`src/stereo_predictive_residual_encoder_assert.svh`:
```
`ifndef STEREO_PREDICTIVE_RESIDUAL_ENCODER_ASSERT_SVH
`define STEREO_PREDICTIVE_RESIDUAL_ENCODER_ASSERT_SVH

// Same-cycle implication, checked on every rising clock edge outside reset.
`define ASSERT_IMPL(name, clk, rst_n, cond, prop, msg) \
  name: assert property (@(posedge clk) disable iff (!rst_n) (cond) |-> (prop)) \
    else $error(msg);

// Next-cycle implication, checked on every rising clock edge outside reset.
`define ASSERT_NEXT(name, clk, rst_n, cond, prop, msg) \
  name: assert property (@(posedge clk) disable iff (!rst_n) (cond) |=> (prop)) \
    else $error(msg);

`endif

```
`src/spre_pkg.sv`:
```
`timescale 1ns / 1ps
`default_nettype none

package spre_pkg;

  localparam int SAMPLE_W = 16;
  localparam int PARAM_W  = 15;
  localparam int SUM_W    = 32;
  // Widest pair count of a block: the block counter allows up to 32 bits.
  localparam int LEN_W    = 33;
  // 19 * sum and 20 * len.
  localparam int NUM_W    = SUM_W + 5;
  localparam int DEN_W    = LEN_W + 5;

  localparam int Q_DEPTH  = 2;
  localparam int Q_PTR_W  = 1;

  localparam logic [PARAM_W-1:0] PARAM_MIN = 15'd1;
  localparam logic [PARAM_W-1:0] PARAM_MAX = 15'h7fff;

  localparam logic [2:0]  PREDICTOR_MODE_RESET = 3'd2;
  localparam logic [1:0]  CHANNEL_MODE_RESET   = 2'd0;
  localparam logic        ADAPTIVE_PARAM_RESET = 1'b1;
  localparam logic [15:0] FIXED_PARAM_RESET    = 16'd0;
  localparam logic [15:0] BLOCK_LENGTH_RESET   = 16'd1024;

  typedef enum logic [2:0] {
    CFG_PREDICTOR_MODE = 3'd0,
    CFG_CHANNEL_MODE   = 3'd1,
    CFG_ADAPTIVE_PARAM = 3'd2,
    CFG_FIXED_PARAM    = 3'd3,
    CFG_BLOCK_LENGTH   = 3'd4
  } cfg_index_e;

  typedef enum logic [2:0] {
    PRED_NONE     = 3'd0,
    PRED_ORDER1   = 3'd1,
    PRED_ORDER2   = 3'd2,
    PRED_ORDER3   = 3'd3,
    PRED_ADAPTIVE = 3'd4
  } pred_mode_e;

  typedef enum logic [1:0] {
    CHAN_INDEPENDENT = 2'd0,
    CHAN_MID_SIDE    = 2'd1,
    CHAN_LEFT_SIDE   = 2'd2
  } chan_mode_e;

  typedef enum logic [1:0] {
    BK_IDLE,
    BK_DIV,
    BK_OUT
  } back_state_e;

  typedef struct packed {
    logic [2:0]  predictor_mode;
    logic [1:0]  channel_mode;
    logic        adaptive_param;
    logic [15:0] fixed_param;
    logic [15:0] block_length;
  } cfg_t;

  typedef struct packed {
    logic signed [SAMPLE_W-1:0] left_sample;
    logic signed [SAMPLE_W-1:0] right_sample;
    logic                       end_of_stream;
  } in_item_t;

  typedef struct packed {
    logic signed [SAMPLE_W-1:0] first_residual;
    logic signed [SAMPLE_W-1:0] second_residual;
    logic                       block_end;
    logic [PARAM_W-1:0]         first_param;
    logic [PARAM_W-1:0]         second_param;
  } out_item_t;

  // One classified pair handed from the front to the back.
  typedef struct packed {
    logic signed [SAMPLE_W-1:0] first_residual;
    logic signed [SAMPLE_W-1:0] second_residual;
    logic                       closes;
    logic                       use_div;
    logic [PARAM_W-1:0]         fixed_param;
    logic [SUM_W-1:0]           first_sum;
    logic [SUM_W-1:0]           second_sum;
    logic [LEN_W-1:0]           len;
  } job_t;

endpackage

`default_nettype wire

```
`src/spre_front.sv`:
```
`timescale 1ns / 1ps
`default_nettype none

module spre_front #(
  parameter int COUNT_BITS = 16
) (
  input  wire logic              clk_i,
  input  wire logic              rst_ni,
  input  wire spre_pkg::cfg_t    cfg_i,
  input  wire logic              in_valid_i,
  input  wire spre_pkg::in_item_t in_data_i,
  output logic                   push_valid_o,
  input  wire logic              push_ready_i,
  output spre_pkg::job_t         job_o
);
  import spre_pkg::*;

  localparam int CMP_W = (COUNT_BITS + 1 > 16) ? COUNT_BITS + 1 : 16;

  function automatic logic [SAMPLE_W-1:0] predict(
    input logic [2:0]          mode,
    input logic [1:0]          n,
    input logic [SAMPLE_W-1:0] h1,
    input logic [SAMPLE_W-1:0] h2,
    input logic [SAMPLE_W-1:0] h3
  );
    logic [SAMPLE_W-1:0] o2;
    logic [SAMPLE_W-1:0] o3;
    logic [SAMPLE_W-1:0] p;
    o2 = {h1[SAMPLE_W-2:0], 1'b0} - h2;
    o3 = {h1[SAMPLE_W-2:0], 1'b0} + h1 - {h2[SAMPLE_W-2:0], 1'b0} - h2 + h3;
    unique case (pred_mode_e'(mode))
      PRED_ORDER1:   p = h1;
      PRED_ORDER2:   p = (n < 2'd2) ? h1 : o2;
      PRED_ORDER3:   p = (n < 2'd2) ? h1 : ((n == 2'd2) ? o2 : o3);
      // The adaptive choice settles on order one once three samples are known.
      PRED_ADAPTIVE: p = (n < 2'd2) ? h1 : ((n == 2'd2) ? o2 : h1);
      default:       p = '0;
    endcase
    if (n == 2'd0) begin
      p = '0;
    end
    return p;
  endfunction

  logic [SAMPLE_W-1:0]   first_hist_q [3];
  logic [SAMPLE_W-1:0]   second_hist_q [3];
  logic [1:0]            seen_q;
  logic [COUNT_BITS-1:0] pos_q;
  logic [SUM_W-1:0]      first_sum_q;
  logic [SUM_W-1:0]      second_sum_q;

  logic                  accept;
  logic [SAMPLE_W:0]     pair_sum;
  logic [SAMPLE_W:0]     pair_adj;
  logic [SAMPLE_W-1:0]   side;
  logic [SAMPLE_W-1:0]   first_smp;
  logic [SAMPLE_W-1:0]   second_smp;
  logic [SAMPLE_W-1:0]   first_res;
  logic [SAMPLE_W-1:0]   second_res;
  logic [SAMPLE_W:0]     first_abs;
  logic [SAMPLE_W:0]     second_abs;
  logic [SUM_W-1:0]      first_sum_d;
  logic [SUM_W-1:0]      second_sum_d;
  logic [COUNT_BITS:0]   len;
  logic                  closes;
  logic [PARAM_W-1:0]    fixed_clamped;

  assign accept = in_valid_i && push_ready_i;

  always_comb begin
    pair_sum = {in_data_i.left_sample[SAMPLE_W-1], in_data_i.left_sample}
             + {in_data_i.right_sample[SAMPLE_W-1], in_data_i.right_sample};
    // Adding one to a negative sum makes the halving round toward zero.
    pair_adj = pair_sum + {{SAMPLE_W{1'b0}}, pair_sum[SAMPLE_W]};
    side     = in_data_i.left_sample - in_data_i.right_sample;
    case (chan_mode_e'(cfg_i.channel_mode))
      CHAN_MID_SIDE: begin
        first_smp  = pair_adj[SAMPLE_W:1];
        second_smp = side;
      end
      CHAN_LEFT_SIDE: begin
        first_smp  = in_data_i.left_sample;
        second_smp = side;
      end
      default: begin
        first_smp  = in_data_i.left_sample;
        second_smp = in_data_i.right_sample;
      end
    endcase

    first_res  = first_smp - predict(cfg_i.predictor_mode, seen_q, first_hist_q[0],
                                     first_hist_q[1], first_hist_q[2]);
    second_res = second_smp - predict(cfg_i.predictor_mode, seen_q, second_hist_q[0],
                                      second_hist_q[1], second_hist_q[2]);
    first_abs  = first_res[SAMPLE_W-1] ? ({(SAMPLE_W+1){1'b0}} - {1'b1, first_res})
                                       : {1'b0, first_res};
    second_abs = second_res[SAMPLE_W-1] ? ({(SAMPLE_W+1){1'b0}} - {1'b1, second_res})
                                        : {1'b0, second_res};
    first_sum_d  = first_sum_q + SUM_W'(first_abs);
    second_sum_d = second_sum_q + SUM_W'(second_abs);

    len    = {1'b0, pos_q} + (COUNT_BITS+1)'(1);
    closes = in_data_i.end_of_stream || (CMP_W'(len) >= CMP_W'(cfg_i.block_length))
             || (&pos_q);

    if (cfg_i.fixed_param == 16'd0) begin
      fixed_clamped = PARAM_MIN;
    end else if (cfg_i.fixed_param[15]) begin
      fixed_clamped = PARAM_MAX;
    end else begin
      fixed_clamped = cfg_i.fixed_param[PARAM_W-1:0];
    end
  end

  assign push_valid_o          = in_valid_i;
  assign job_o.first_residual  = first_res;
  assign job_o.second_residual = second_res;
  assign job_o.closes          = closes;
  assign job_o.use_div         = closes && cfg_i.adaptive_param;
  assign job_o.fixed_param     = fixed_clamped;
  assign job_o.first_sum       = first_sum_d;
  assign job_o.second_sum      = second_sum_d;
  assign job_o.len             = LEN_W'(len);

  always_ff @(posedge clk_i or negedge rst_ni) begin
    if (!rst_ni) begin
      for (int i = 0; i < 3; i++) begin
        first_hist_q[i]  <= '0;
        second_hist_q[i] <= '0;
      end
      seen_q       <= '0;
      pos_q        <= '0;
      first_sum_q  <= '0;
      second_sum_q <= '0;
    end else if (accept) begin
      if (in_data_i.end_of_stream) begin
        for (int i = 0; i < 3; i++) begin
          first_hist_q[i]  <= '0;
          second_hist_q[i] <= '0;
        end
        seen_q <= '0;
      end else begin
        first_hist_q[2]  <= first_hist_q[1];
        first_hist_q[1]  <= first_hist_q[0];
        first_hist_q[0]  <= first_smp;
        second_hist_q[2] <= second_hist_q[1];
        second_hist_q[1] <= second_hist_q[0];
        second_hist_q[0] <= second_smp;
        if (seen_q != 2'd3) begin
          seen_q <= seen_q + 2'd1;
        end
      end
      if (closes) begin
        pos_q        <= '0;
        first_sum_q  <= '0;
        second_sum_q <= '0;
      end else begin
        pos_q        <= len[COUNT_BITS-1:0];
        first_sum_q  <= first_sum_d;
        second_sum_q <= second_sum_d;
      end
    end
  end

endmodule

`default_nettype wire

```
`src/spre_queue.sv`:
```
`timescale 1ns / 1ps
`default_nettype none

module spre_queue (
  input  wire logic           clk_i,
  input  wire logic           rst_ni,
  input  wire logic           push_valid_i,
  output logic                push_ready_o,
  input  wire spre_pkg::job_t push_data_i,
  output logic                pop_valid_o,
  input  wire logic           pop_ready_i,
  output spre_pkg::job_t      pop_data_o
);
  import spre_pkg::*;

  localparam int CNT_W = $clog2(Q_DEPTH + 1);

  job_t               entry_q [Q_DEPTH];
  logic [Q_PTR_W-1:0] wr_ptr_q;
  logic [Q_PTR_W-1:0] rd_ptr_q;
  logic [CNT_W-1:0]   count_q;
  logic               push;
  logic               pop;

  assign push_ready_o = (count_q != CNT_W'(Q_DEPTH));
  assign pop_valid_o  = (count_q != '0);
  assign pop_data_o   = entry_q[rd_ptr_q];
  assign push         = push_valid_i && push_ready_o;
  assign pop          = pop_valid_o && pop_ready_i;

  always_ff @(posedge clk_i) begin
    if (push) begin
      entry_q[wr_ptr_q] <= push_data_i;
    end
  end

  always_ff @(posedge clk_i or negedge rst_ni) begin
    if (!rst_ni) begin
      wr_ptr_q <= '0;
      rd_ptr_q <= '0;
      count_q  <= '0;
    end else begin
      if (push) begin
        wr_ptr_q <= (wr_ptr_q == Q_PTR_W'(Q_DEPTH - 1)) ? '0 : wr_ptr_q + Q_PTR_W'(1);
      end
      if (pop) begin
        rd_ptr_q <= (rd_ptr_q == Q_PTR_W'(Q_DEPTH - 1)) ? '0 : rd_ptr_q + Q_PTR_W'(1);
      end
      if (push && !pop) begin
        count_q <= count_q + CNT_W'(1);
      end else if (pop && !push) begin
        count_q <= count_q - CNT_W'(1);
      end
    end
  end

endmodule

`default_nettype wire

```
`src/spre_back.sv`:
```
`timescale 1ns / 1ps
`default_nettype none
`include "stereo_predictive_residual_encoder_assert.svh"

module spre_back (
  input  wire logic           clk_i,
  input  wire logic           rst_ni,
  input  wire logic           pop_valid_i,
  output logic                pop_ready_o,
  input  wire spre_pkg::job_t pop_data_i,
  output logic                out_valid_o,
  input  wire logic           out_stall_i,
  output spre_pkg::out_item_t out_data_o
);
  import spre_pkg::*;

  localparam int CNT_W = $clog2(NUM_W + 1);

  function automatic logic [PARAM_W-1:0] sat_param(input logic [NUM_W-1:0] q);
    logic [PARAM_W-1:0] p;
    if (q == '0) begin
      p = PARAM_MIN;
    end else if (|q[NUM_W-1:PARAM_W]) begin
      p = PARAM_MAX;
    end else begin
      p = q[PARAM_W-1:0];
    end
    return p;
  endfunction

  back_state_e      state_q;
  back_state_e      state_d;
  logic [CNT_W-1:0] cnt_q;
  job_t             job_q;
  logic [NUM_W-1:0] num_q [2];
  logic [DEN_W-1:0] rem_q [2];
  logic [NUM_W-1:0] quo_q [2];
  logic [DEN_W-1:0] den_q;
  logic             out_valid_q;
  out_item_t        out_data_q;

  logic             out_free;
  logic             load_div;
  logic             out_load;
  logic [NUM_W-1:0] num_init [2];
  logic [DEN_W-1:0] den_init;
  logic [DEN_W:0]   shifted [2];
  logic [DEN_W:0]   diff [2];
  logic             ge [2];
  out_item_t        out_d;

  assign out_free = !out_valid_q || !out_stall_i;

  always_comb begin
    state_d = state_q;
    unique case (state_q)
      BK_IDLE: if (pop_valid_i && pop_data_i.use_div) state_d = BK_DIV;
      BK_DIV:  if (cnt_q == CNT_W'(1)) state_d = BK_OUT;
      BK_OUT:  if (out_free) state_d = BK_IDLE;
      default: state_d = BK_IDLE;
    endcase
  end

  always_comb begin
    pop_ready_o = 1'b0;
    load_div    = 1'b0;
    out_load    = 1'b0;
    unique case (state_q)
      BK_IDLE: begin
        pop_ready_o = pop_data_i.use_div || out_free;
        load_div    = pop_valid_i && pop_data_i.use_div;
        out_load    = pop_valid_i && !pop_data_i.use_div && out_free;
      end
      BK_OUT:  out_load = out_free;
      default: ;
    endcase
  end

  // Restoring division, one quotient bit per cycle in each of the two lanes.
  always_comb begin
    num_init[0] = NUM_W'({pop_data_i.first_sum, 4'b0}) + NUM_W'({pop_data_i.first_sum, 1'b0})
                + NUM_W'(pop_data_i.first_sum);
    num_init[1] = NUM_W'({pop_data_i.second_sum, 4'b0})
                + NUM_W'({pop_data_i.second_sum, 1'b0}) + NUM_W'(pop_data_i.second_sum);
    den_init    = DEN_W'({pop_data_i.len, 4'b0}) + DEN_W'({pop_data_i.len, 2'b0});
    for (int i = 0; i < 2; i++) begin
      shifted[i] = {rem_q[i], num_q[i][NUM_W-1]};
      diff[i]    = shifted[i] - {1'b0, den_q};
      ge[i]      = (shifted[i] >= {1'b0, den_q});
    end
  end

  always_ff @(posedge clk_i) begin
    if (load_div) begin
      job_q <= pop_data_i;
      den_q <= den_init;
      for (int i = 0; i < 2; i++) begin
        num_q[i] <= num_init[i];
        rem_q[i] <= '0;
        quo_q[i] <= '0;
      end
    end else if (state_q == BK_DIV) begin
      for (int i = 0; i < 2; i++) begin
        num_q[i] <= {num_q[i][NUM_W-2:0], 1'b0};
        rem_q[i] <= ge[i] ? diff[i][DEN_W-1:0] : shifted[i][DEN_W-1:0];
        quo_q[i] <= {quo_q[i][NUM_W-2:0], ge[i]};
      end
    end
  end

  always_comb begin
    if (state_q == BK_OUT) begin
      out_d.first_residual  = job_q.first_residual;
      out_d.second_residual = job_q.second_residual;
      out_d.block_end       = 1'b1;
      out_d.first_param     = sat_param(quo_q[0]);
      out_d.second_param    = sat_param(quo_q[1]);
    end else begin
      out_d.first_residual  = pop_data_i.first_residual;
      out_d.second_residual = pop_data_i.second_residual;
      out_d.block_end       = pop_data_i.closes;
      out_d.first_param     = pop_data_i.closes ? pop_data_i.fixed_param : '0;
      out_d.second_param    = pop_data_i.closes ? pop_data_i.fixed_param : '0;
    end
  end

  always_ff @(posedge clk_i) begin
    if (out_load) begin
      out_data_q <= out_d;
    end
  end

  always_ff @(posedge clk_i or negedge rst_ni) begin
    if (!rst_ni) begin
      state_q     <= BK_IDLE;
      cnt_q       <= '0;
      out_valid_q <= 1'b0;
    end else begin
      state_q <= state_d;
      if (load_div) begin
        cnt_q <= CNT_W'(NUM_W);
      end else if (state_q == BK_DIV) begin
        cnt_q <= cnt_q - CNT_W'(1);
      end
      if (out_load) begin
        out_valid_q <= 1'b1;
      end else if (!out_stall_i) begin
        out_valid_q <= 1'b0;
      end
    end
  end

  assign out_valid_o = out_valid_q;
  assign out_data_o  = out_data_q;

  `ASSERT_IMPL(a_no_overwrite, clk_i, rst_ni, out_load, out_free, "result overwritten")
  `ASSERT_IMPL(a_div_count, clk_i, rst_ni, state_q == BK_DIV, cnt_q != '0, "bad div count")
  `ASSERT_NEXT(a_div_start, clk_i, rst_ni, load_div,
               state_q == BK_DIV && cnt_q == CNT_W'(NUM_W), "division not started")
  `ASSERT_NEXT(a_div_finish, clk_i, rst_ni, state_q == BK_DIV && cnt_q == CNT_W'(1),
               state_q == BK_OUT, "division not finished")

endmodule

`default_nettype wire

```
`src/stereo_predictive_residual_encoder.sv`:
```
// Flow: an accepted pair is queued, then the back end registers it as the result; a
// pair closing a block with the adaptive parameter goes: pop, 37 divider steps, load.
// Throughput: one pair per cycle while the output is not stalled, except that a block
// close with the adaptive parameter holds the back end while a 2-entry queue buffers.
// Reset: asynchronous, active low; clears histories, sums, counters, queue
// and output valid, and loads the register defaults.
`timescale 1ns / 1ps
`default_nettype none

module stereo_predictive_residual_encoder #(
  parameter int COUNT_BITS = 16
) (
  input  wire logic                clk_i,
  input  wire logic                rst_ni,
  input  wire logic                in_valid_i,
  output logic                     in_stall_o,
  input  wire spre_pkg::in_item_t  in_data_i,
  output logic                     out_valid_o,
  input  wire logic                out_stall_i,
  output spre_pkg::out_item_t      out_data_o,
  input  wire logic                cfg_valid_i,
  output logic                     cfg_ready_o,
  input  wire logic [2:0]          cfg_index_i,
  input  wire logic [15:0]         cfg_data_i
);
  import spre_pkg::*;

  cfg_t cfg_q;
  cfg_t cfg_d;
  logic push_valid;
  logic push_ready;
  job_t push_job;
  logic pop_valid;
  logic pop_ready;
  job_t pop_job;

  assign cfg_ready_o = 1'b1;

  always_comb begin
    cfg_d = cfg_q;
    if (cfg_valid_i) begin
      unique case (cfg_index_e'(cfg_index_i))
        CFG_PREDICTOR_MODE: cfg_d.predictor_mode = cfg_data_i[2:0];
        CFG_CHANNEL_MODE:   cfg_d.channel_mode   = cfg_data_i[1:0];
        CFG_ADAPTIVE_PARAM: cfg_d.adaptive_param = cfg_data_i[0];
        CFG_FIXED_PARAM:    cfg_d.fixed_param    = cfg_data_i;
        CFG_BLOCK_LENGTH:   cfg_d.block_length   = cfg_data_i;
        default: ;
      endcase
    end
  end

  always_ff @(posedge clk_i or negedge rst_ni) begin
    if (!rst_ni) begin
      cfg_q.predictor_mode <= PREDICTOR_MODE_RESET;
      cfg_q.channel_mode   <= CHANNEL_MODE_RESET;
      cfg_q.adaptive_param <= ADAPTIVE_PARAM_RESET;
      cfg_q.fixed_param    <= FIXED_PARAM_RESET;
      cfg_q.block_length   <= BLOCK_LENGTH_RESET;
    end else begin
      cfg_q <= cfg_d;
    end
  end

  assign in_stall_o = !push_ready;

  spre_front #(
    .COUNT_BITS(COUNT_BITS)
  ) u_front (
    .clk_i       (clk_i),
    .rst_ni      (rst_ni),
    .cfg_i       (cfg_q),
    .in_valid_i  (in_valid_i),
    .in_data_i   (in_data_i),
    .push_valid_o(push_valid),
    .push_ready_i(push_ready),
    .job_o       (push_job)
  );

  spre_queue u_queue (
    .clk_i       (clk_i),
    .rst_ni      (rst_ni),
    .push_valid_i(push_valid),
    .push_ready_o(push_ready),
    .push_data_i (push_job),
    .pop_valid_o (pop_valid),
    .pop_ready_i (pop_ready),
    .pop_data_o  (pop_job)
  );

  spre_back u_back (
    .clk_i      (clk_i),
    .rst_ni     (rst_ni),
    .pop_valid_i(pop_valid),
    .pop_ready_o(pop_ready),
    .pop_data_i (pop_job),
    .out_valid_o(out_valid_o),
    .out_stall_i(out_stall_i),
    .out_data_o (out_data_o)
  );

endmodule

`default_nettype wire
```
`config.mk`:
```
export PLATFORM = sky130hd
export DESIGN_NAME = stereo_predictive_residual_encoder
export DESIGN_NICKNAME = d
export VERILOG_FILES = /design/src/spre_pkg.sv /design/src/spre_front.sv /design/src/spre_queue.sv /design/src/spre_back.sv /design/src/stereo_predictive_residual_encoder.sv
export VERILOG_INCLUDE_DIRS = /design/src /design/src/src
export SDC_FILE = /design/constraint.sdc
export NUM_CORES = 2
export LEC_CHECK = 0
export BUFFER_PORTS_ARGS = -buffer_cell sky130_fd_sc_hd__buf_2
export CAP_MARGIN = 20
export CORE_AREA = 2 2 297 299
export CTS_BUF_LIST = sky130_fd_sc_hd__clkbuf_16
export CTS_CLUSTER_SIZE = 10
export DETAILED_ROUTE_END_ITERATION = 8
export DIE_AREA = 0 0 299 301
export PLACE_DENSITY = 0.87
export REMOVE_ABC_BUFFERS = 1
export SYNTH_ARGS = -nofsm -noshare
export SYNTH_HDL_FRONTEND = slang
export SYNTH_SLANG_ARGS = --single-unit
```
`constraint.sdc`:
```
create_clock -name clk_i -period 25.7 [get_ports clk_i]
set_input_delay 5.14 -clock clk_i [delete_from_list [all_inputs] [get_ports clk_i]]
set_output_delay 5.14 -clock clk_i [all_outputs]
set_load 0.005 [all_outputs]
```
* Word-level counts from Yosys, hierarchy flattened
Memories as Yosys holds them, arrays and structs flattened.
Cells that the tools add are included.
** Operators by class
- Reductions and logical operators :: 39
- Mux-type cells :: 63
- Bitwise logic cells :: 6
- Eq/ne operators :: 20
- $lt $le $gt $ge :: 4
- Add/sub/neg operators :: 33
** Operators by type and width (count)
- two-way mux 16 bit :: 15
- two-way mux 38 bit :: 4
- two-way mux 37 bit :: 4
- subtractor 16 bit :: 9
- case mux 16 bit (4 select lines) :: 2
- two-way mux 15 bit :: 7
- two-way mux 48 bit :: 2
- greater-or-equal comparator 39 x 38 -> 1 bit :: 2
- subtractor 38 bit :: 2
- adder 36 x 33 -> 37 bit :: 2
- adder 37 x 32 -> 37 bit :: 2
- zero test 37 bit :: 2
- adder 16 bit :: 4
- adder 32 x 17 -> 32 bit :: 2
- two-way mux 32 bit :: 2
- two-way mux 63 bit :: 1
- OR reduction 22 bit :: 2
- adder 37 x 35 -> 38 bit :: 1
- two-way mux 17 bit :: 2
- subtractor 1 x 17 -> 17 bit (first input constant) :: 2
- adder 16 x 1 -> 17 bit (second input constant) :: 1
- adder 16 x 16 -> 17 bit :: 1
- adder 17 x 1 -> 17 bit :: 1
- greater-or-equal comparator 17 x 16 -> 1 bit :: 1
- 30 further kinds :: 92
** Storage, ports and cells
- Output and inout port bits :: 66
- RAM bits :: 484
- Input port bits :: 57
- Word-level logic and storage cells :: 198
- Memories kept :: 4
- Register bits :: 362
** Memory list
- u_queue.entry_q :: depth 2, width 130, read ports 1, clocked after Yosys merged registers in 0, wr ports 1, line spre_queue.sv:18 : job_t entry_q [Q_DEPTH];
- u_back.rem_q :: depth 2, width 38, read ports 2, clocked after Yosys merged registers in 0, wr ports 2, line spre_back.sv:36 : logic [DEN_W-1:0] rem_q [2];
- u_back.num_q :: depth 2, width 37, read ports 2, clocked after Yosys merged registers in 0, wr ports 2, line spre_back.sv:35 : logic [NUM_W-1:0] num_q [2];
- u_back.quo_q :: depth 2, width 37, read ports 2, clocked after Yosys merged registers in 0, wr ports 2, line spre_back.sv:37 : logic [NUM_W-1:0] quo_q [2];

* Longest topological paths before layout
- Depth in word-level cells :: 13
- Gate-level depth with buffers :: 44
- Gate-level depth less buffers :: 42

* Hierarchy
A second synthesis with hierarchy kept.
** Second synthesis, totals
- Cells, all modules :: 5321
- Area, all modules :: 56560.5 um^2
** Modules (own cells, without submodules)
- spre_back :: instances 1, sequential area each 10885.4 um^2, area an instance 24155.7 um^2, cells each 2274
- spre_front :: instances 1, sequential area each 4454.3 um^2, area an instance 20085.5 um^2, cells each 2488
- spre_queue :: instances 1, sequential area each 8868.5 um^2, area an instance 10780.3 um^2, cells each 472
- stereo_predictive_residual_encoder :: instances 1, sequential area each 954.7 um^2, area an instance 1539.0 um^2, cells each 87

* Worst setup path before layout
OpenSTA, ideal clock, no wires.
- Kind :: input port to flip-flop
- From :: in in_data_i[1] in the netlist's numbering
- To :: mem u_queue.entry_q[0][78] in the netlist's numbering (data pin)
- Cell stages on the path :: 43
- Data required time :: 25436 ps
- Data arrival time :: 13272 ps
- Setup slack :: 12164 ps
- Library setup time :: 264 ps
- Path through :: ha_1 fa_1 nor2b_1 o211ai_1 a21oi_1 o311ai_1 nand3_1 and2_1 nor2_1 ha_1 nor4bb_1 o31ai_1 nand3_1 xor2_1 mux2_2 ha_1 o21a_1 o31a_1 [... 7 more ...] xnor2_2 buf_6 nor2_1 a21oi_1 ha_1 a21o_1 a21oi_1 o21bai_1 a21o_1 a21oi_1 o21ai_0 o41a_1 a31o_2 a311o_1 clkbuf_1 nand2_1 nor2_1 xor2_1
** RTL lines
- start: declaration :: line stereo_predictive_residual_encoder.sv:17 : input wire spre_pkg::in_item_t in_data_i,
- end: declaration :: line spre_queue.sv:18

* Worst setup path in the final report
- From :: in in_data_i[1] in the netlist's numbering
- To :: reg u_front.first_sum_q[30]
** On the way
- Longest elaborated chain between the ends :: 8
** Ends and longest elaborated chain
- adder 16 x 16 -> 17 bit * :: line spre_front.sv:73 : + {in_data_i.right_sample[SAMPLE_W-1], in_data_i.right_sample};
- adder 17 x 1 -> 17 bit * :: line spre_front.sv:75 : pair_adj = pair_sum + {{SAMPLE_W{1'b0}}, pair_sum[SAMPLE_W]};
- two-way mux 16 bit * :: line spre_front.sv:77 : case (chan_mode_e'(cfg_i.channel_mode))
- subtractor 16 bit * :: line spre_front.sv:92 : first_res = first_smp - predict(cfg_i.predictor_mode, seen_q, first_hist_q[0],
- subtractor 1 x 17 -> 17 bit :: line spre_front.sv:96 : first_abs = first_res[SAMPLE_W-1] ? ({(SAMPLE_W+1){1'b0}} - {1'b1, first_res})
- two-way mux 17 bit * :: line spre_front.sv:96
- adder 32 x 17 -> 32 bit * :: line spre_front.sv:100 : first_sum_d = first_sum_q + SUM_W'(first_abs);
- two-way mux 32 bit * :: line spre_front.sv:154 : if (closes) begin
- end signal: assignment :: line spre_front.sv:160 : first_sum_q <= first_sum_d;
- end: declaration :: line spre_front.sv:50 : logic [SUM_W-1:0] first_sum_q;
Mark *: on every way between the ends. The rest lies on a longest branch, timed or not.
A chain may end at the register's enable or synchronous reset.

==> implementation parameters <==
Parameter                              Value

Synth
  Flip-flop and latch count after synthesis ... 828
  Mean area per synthesized cell ... 10.4 sq um
  Synthesis Warnings ... 0
  Synth Flop Type ... sky130_fd_sc_hd__edfxtp_1
  Post-synthesis compound-gate area fraction ... 0.136
  Mux cell area share after synthesis ... 0.0362
  Async set or reset register ratio after synthesis ... 0.277
  Register area share after synthesis ... 0.458
  Dominant combinational cell family by area after synthesis ... compound AO/OA/AOI/OAI gates
  Area share of and/or/nand/nor cells after synthesis ... 0.135
  Number of enable-type register cells in the synthesized netlist ... 599
  Synth Area in Adders ... 0.135
  Instance count of the mapped netlist ... 4980
  Xor and xnor fraction of the mapped netlist area ... 0.0574
  Library cells used by synthesis ... 88
  Post-synth design cell area ... 51800 sq um

Cells and area
  Antenna Cells ... 0
  NumNets Final ... 5584
  Leading cell types in the layout, fill and taps excluded ... sky130_fd_sc_hd__edfxtp_1, sky130_fd_sc_hd__nand2_1, sky130_fd_sc_hd__inv_1, sky130_fd_sc_hd__nor2_1, sky130_fd_sc_hd__ha_1
  Proportion of layout cells with a drive suffix above 1 ... 0.0926
  Sequential standard cell area ... 23700 sq um
  Commonest non-fill, non-tap cell in the layout ... sky130_fd_sc_hd__edfxtp_1
  Signed area change from the synthesized netlist to the final layout ... 8.92%
  Multi-input gate area in the final layout ... 26000 sq um
  Post-route design area ... 56400 sq um
  Fill cell instance count of the final layout ... 6245

Clock network
  Buffer count from post-CTS setup fixing ... 0
  Cts repair resizes ... 0
  CTS Hold Buffers Added ... 0
  Clock tree from TritonCTS ... done
  Number of sinks driven by the clock tree ... 828
  Total clock buffers created by CTS ... 96
  Clock Tree Root ... sky130_fd_sc_hd__clkbuf_16
  Htree depth ... 3
  Max clock buf depth ... 3
  Register clock-pin slew on the reported worst setup and hold paths ... 0.05 ns
  Clk_lat worst skew ... 0.67 ns

Critical path
  Worst path top cell family by delay ... compound AO/OA/AOI/OAI gates
  Worst reg-to-reg path cell count ... 39
  Crit path arrival time ... 15.22 ns
  Maximum fanout count along the critical path ... 17
  Kind of critical path ... in2reg
  CP max stage cell ... sky130_fd_sc_hd__xnor2_2
  Element type at the critical path end ... flop
  Max incr delay on CP ... 0.65 ns
  Combined buffer and inverter count along the critical path ... 1
  Number of stages on the worst setup path ... 42
  Startpoint kind of the worst setup timing path ... primary input
  CP required ... 26.29 ns

STA
  Max-slew violation count ... 0
  Setup repair after global routing missed its margin ... false
  Period utilization ... 0.569
  Shortest period the worst path allows ... 14.63 ns
  Number of endpoints failing setup at the final stage ... 0
  Slew @ Worst Pin ... 1.15 ns
  Aggregate negative setup slack ... 0 ns
  Skew final ... 0.0387 ns
  Maximum clock frequency ... 68.3 MHz
  Relative max-transition margin ... 0.234
  Total count of hold-check failures in the final report ... 0

Global routing
  First-pass GRT wire length ... 205000 um
  Total routing resource utilization after global routing ... 0.283
  Initial antenna violation count ... 4
  Maximum number of pins on one net before global-route repair ... 97
  Vias in the first global route ... 39233
  Global route overflow ... 0

Route
  Final WL ... 128000 um
  First drt pass iteration count ... 6
  Final routed DRC violation total ... 0
  Number of vias after detailed routing ... 38801
  Iteration-0 DRC count of the detailed router ... 3631
  Remaining number of nets flagged by the antenna check after routing ... 0
  Average wire length per cell after detail routing ... 20.4 um
  Vias per std cell ... 6.16

Min path
  Hold Path Stages ... 2
  Class of the tightest hold or removal check ... reg2reg

Die
  Die Span X ... 299 um
  Die extent in y ... 301 um
  Initial cell density of the core ... 0.599
  Area enclosed by the die boundary ... 90000 sq um
  Core Area ... 86500 sq um
  Number of core rows ... 108
  I/O pin count ... 123

Placed design
  Number of buffers added on ports ... 121
  Total placed instance area ... 53600 sq um
  Detailed placement HPWL ... 88700 um
  Placer's final routability congestion estimate ... 0.940

Flow run
  Max_cap viols ... 0

Outcome
  Result of the run ... complete, no violations
## final timing paths
check | start | endpoint | slack [ns]
min in group asynchronous | rst_ni | u_front.second_sum_q[0] | 4.52
max in group asynchronous | rst_ni | u_front.first_sum_q[15] | 19.72
min reg2reg | u_front.second_hist_q[6] | u_front.second_hist_q[6] | 0.47
max | in_data_i[1] | u_front.first_sum_q[30] | 11.07
max reg2reg | u_front.first_hist_q[17] | u_front.first_sum_q[30] | 15.28
min | u_front.second_hist_q[6] | u_front.second_hist_q[6] | 0.47
## registers in the layout, summed over array words and instances (netlist names), 2 cells and up
name / cells
cfg_q: 38
u_back.cnt_q: 6
u_back.den_q: 20
u_back.job_q: 32
u_back.num_q: 74
u_back.out_data_o: 63
u_back.quo_q: 74
u_back.rem_q: 76
u_back.state_q: 2
u_front.first_hist_q: 48
u_front.first_sum_q: 32
u_front.pos_q: 16
u_front.second_hist_q: 48
u_front.second_sum_q: 32
u_front.seen_q: 2
u_queue.count_q: 2
u_queue.entry_q: 260
## cells by family after synthesis
logic type | count (synthesis)
AO/OA/AOI/OAI | 1120
XOR/XNOR | 339
adder cells (fa/ha/maj) | 468
buffers and inverters | 572
flip-flops | 828
multiplexers | 170
other | 2
AND/OR/NAND/NOR | 1481
## worst register-to-register path: cells and delay by family (launching register included)
family	cells	cell delay [ns]
DFF	1	0.46
adders and majority gates	6	2.65
and+or+nand+nor	7	1.38
AOI/OAI and AO/OA	19	4.43
buffers and inverters	3	0.17
xor gates and xnor gates	4	1.23
## Yosys cell counts (93+ instances only)
master	instances	area (sq um)
sky130_fd_sc_hd__a21oi_1	303	1520
sky130_fd_sc_hd__xnor2_1	205	1800
sky130_fd_sc_hd__edfxtp_1	599	18000
sky130_fd_sc_hd__fa_1	155	3100
sky130_fd_sc_hd__a21o_1	104	781
sky130_fd_sc_hd__inv_1	386	1450
sky130_fd_sc_hd__mux2_2	141	1590
sky130_fd_sc_hd__and2_1	93	582
sky130_fd_sc_hd__dfrtp_1	226	5660
sky130_fd_sc_hd__o21ai_0	283	1420
sky130_fd_sc_hd__xor2_1	133	1160
sky130_fd_sc_hd__nand2_1	454	1700
sky130_fd_sc_hd__nor2_1	409	1540
sky130_fd_sc_hd__ha_1	313	3920
sky130_fd_sc_hd__clkbuf_1	166	623
## metal layers
metal  track usage  routed length (um)
met5             0                  11
met4         0.107                4450
met3        0.0515               10800
met2         0.477               61800
met1         0.367               51100
## area by class of cell
class	instances	area share
clock buffer	99	0.0439
clock inverter	79	0.00645
inverter	388	0.0258
multi-input combinational	3581	0.461
sequential	828	0.420
tap	1155	0.0256
timing repair buffer	164	0.0172
## metrics by stage
step                utilization  hold slack, ns  std cells  setup slack (ns)
finish                    0.653           0.474       6294             11.07
global route              0.653           0.502       6294             10.41
CTS                       0.652           0.479       6293             11.25
detailed placement        0.619           0.466       6115             10.71
global placement          0.619           0.458       6114             11.00
floorplan                     -           0.445       4797             10.53
Power is left out: the tool's default activity adds up to more than one toggle a clock period on the data nets, which glitch-free logic cannot reach.
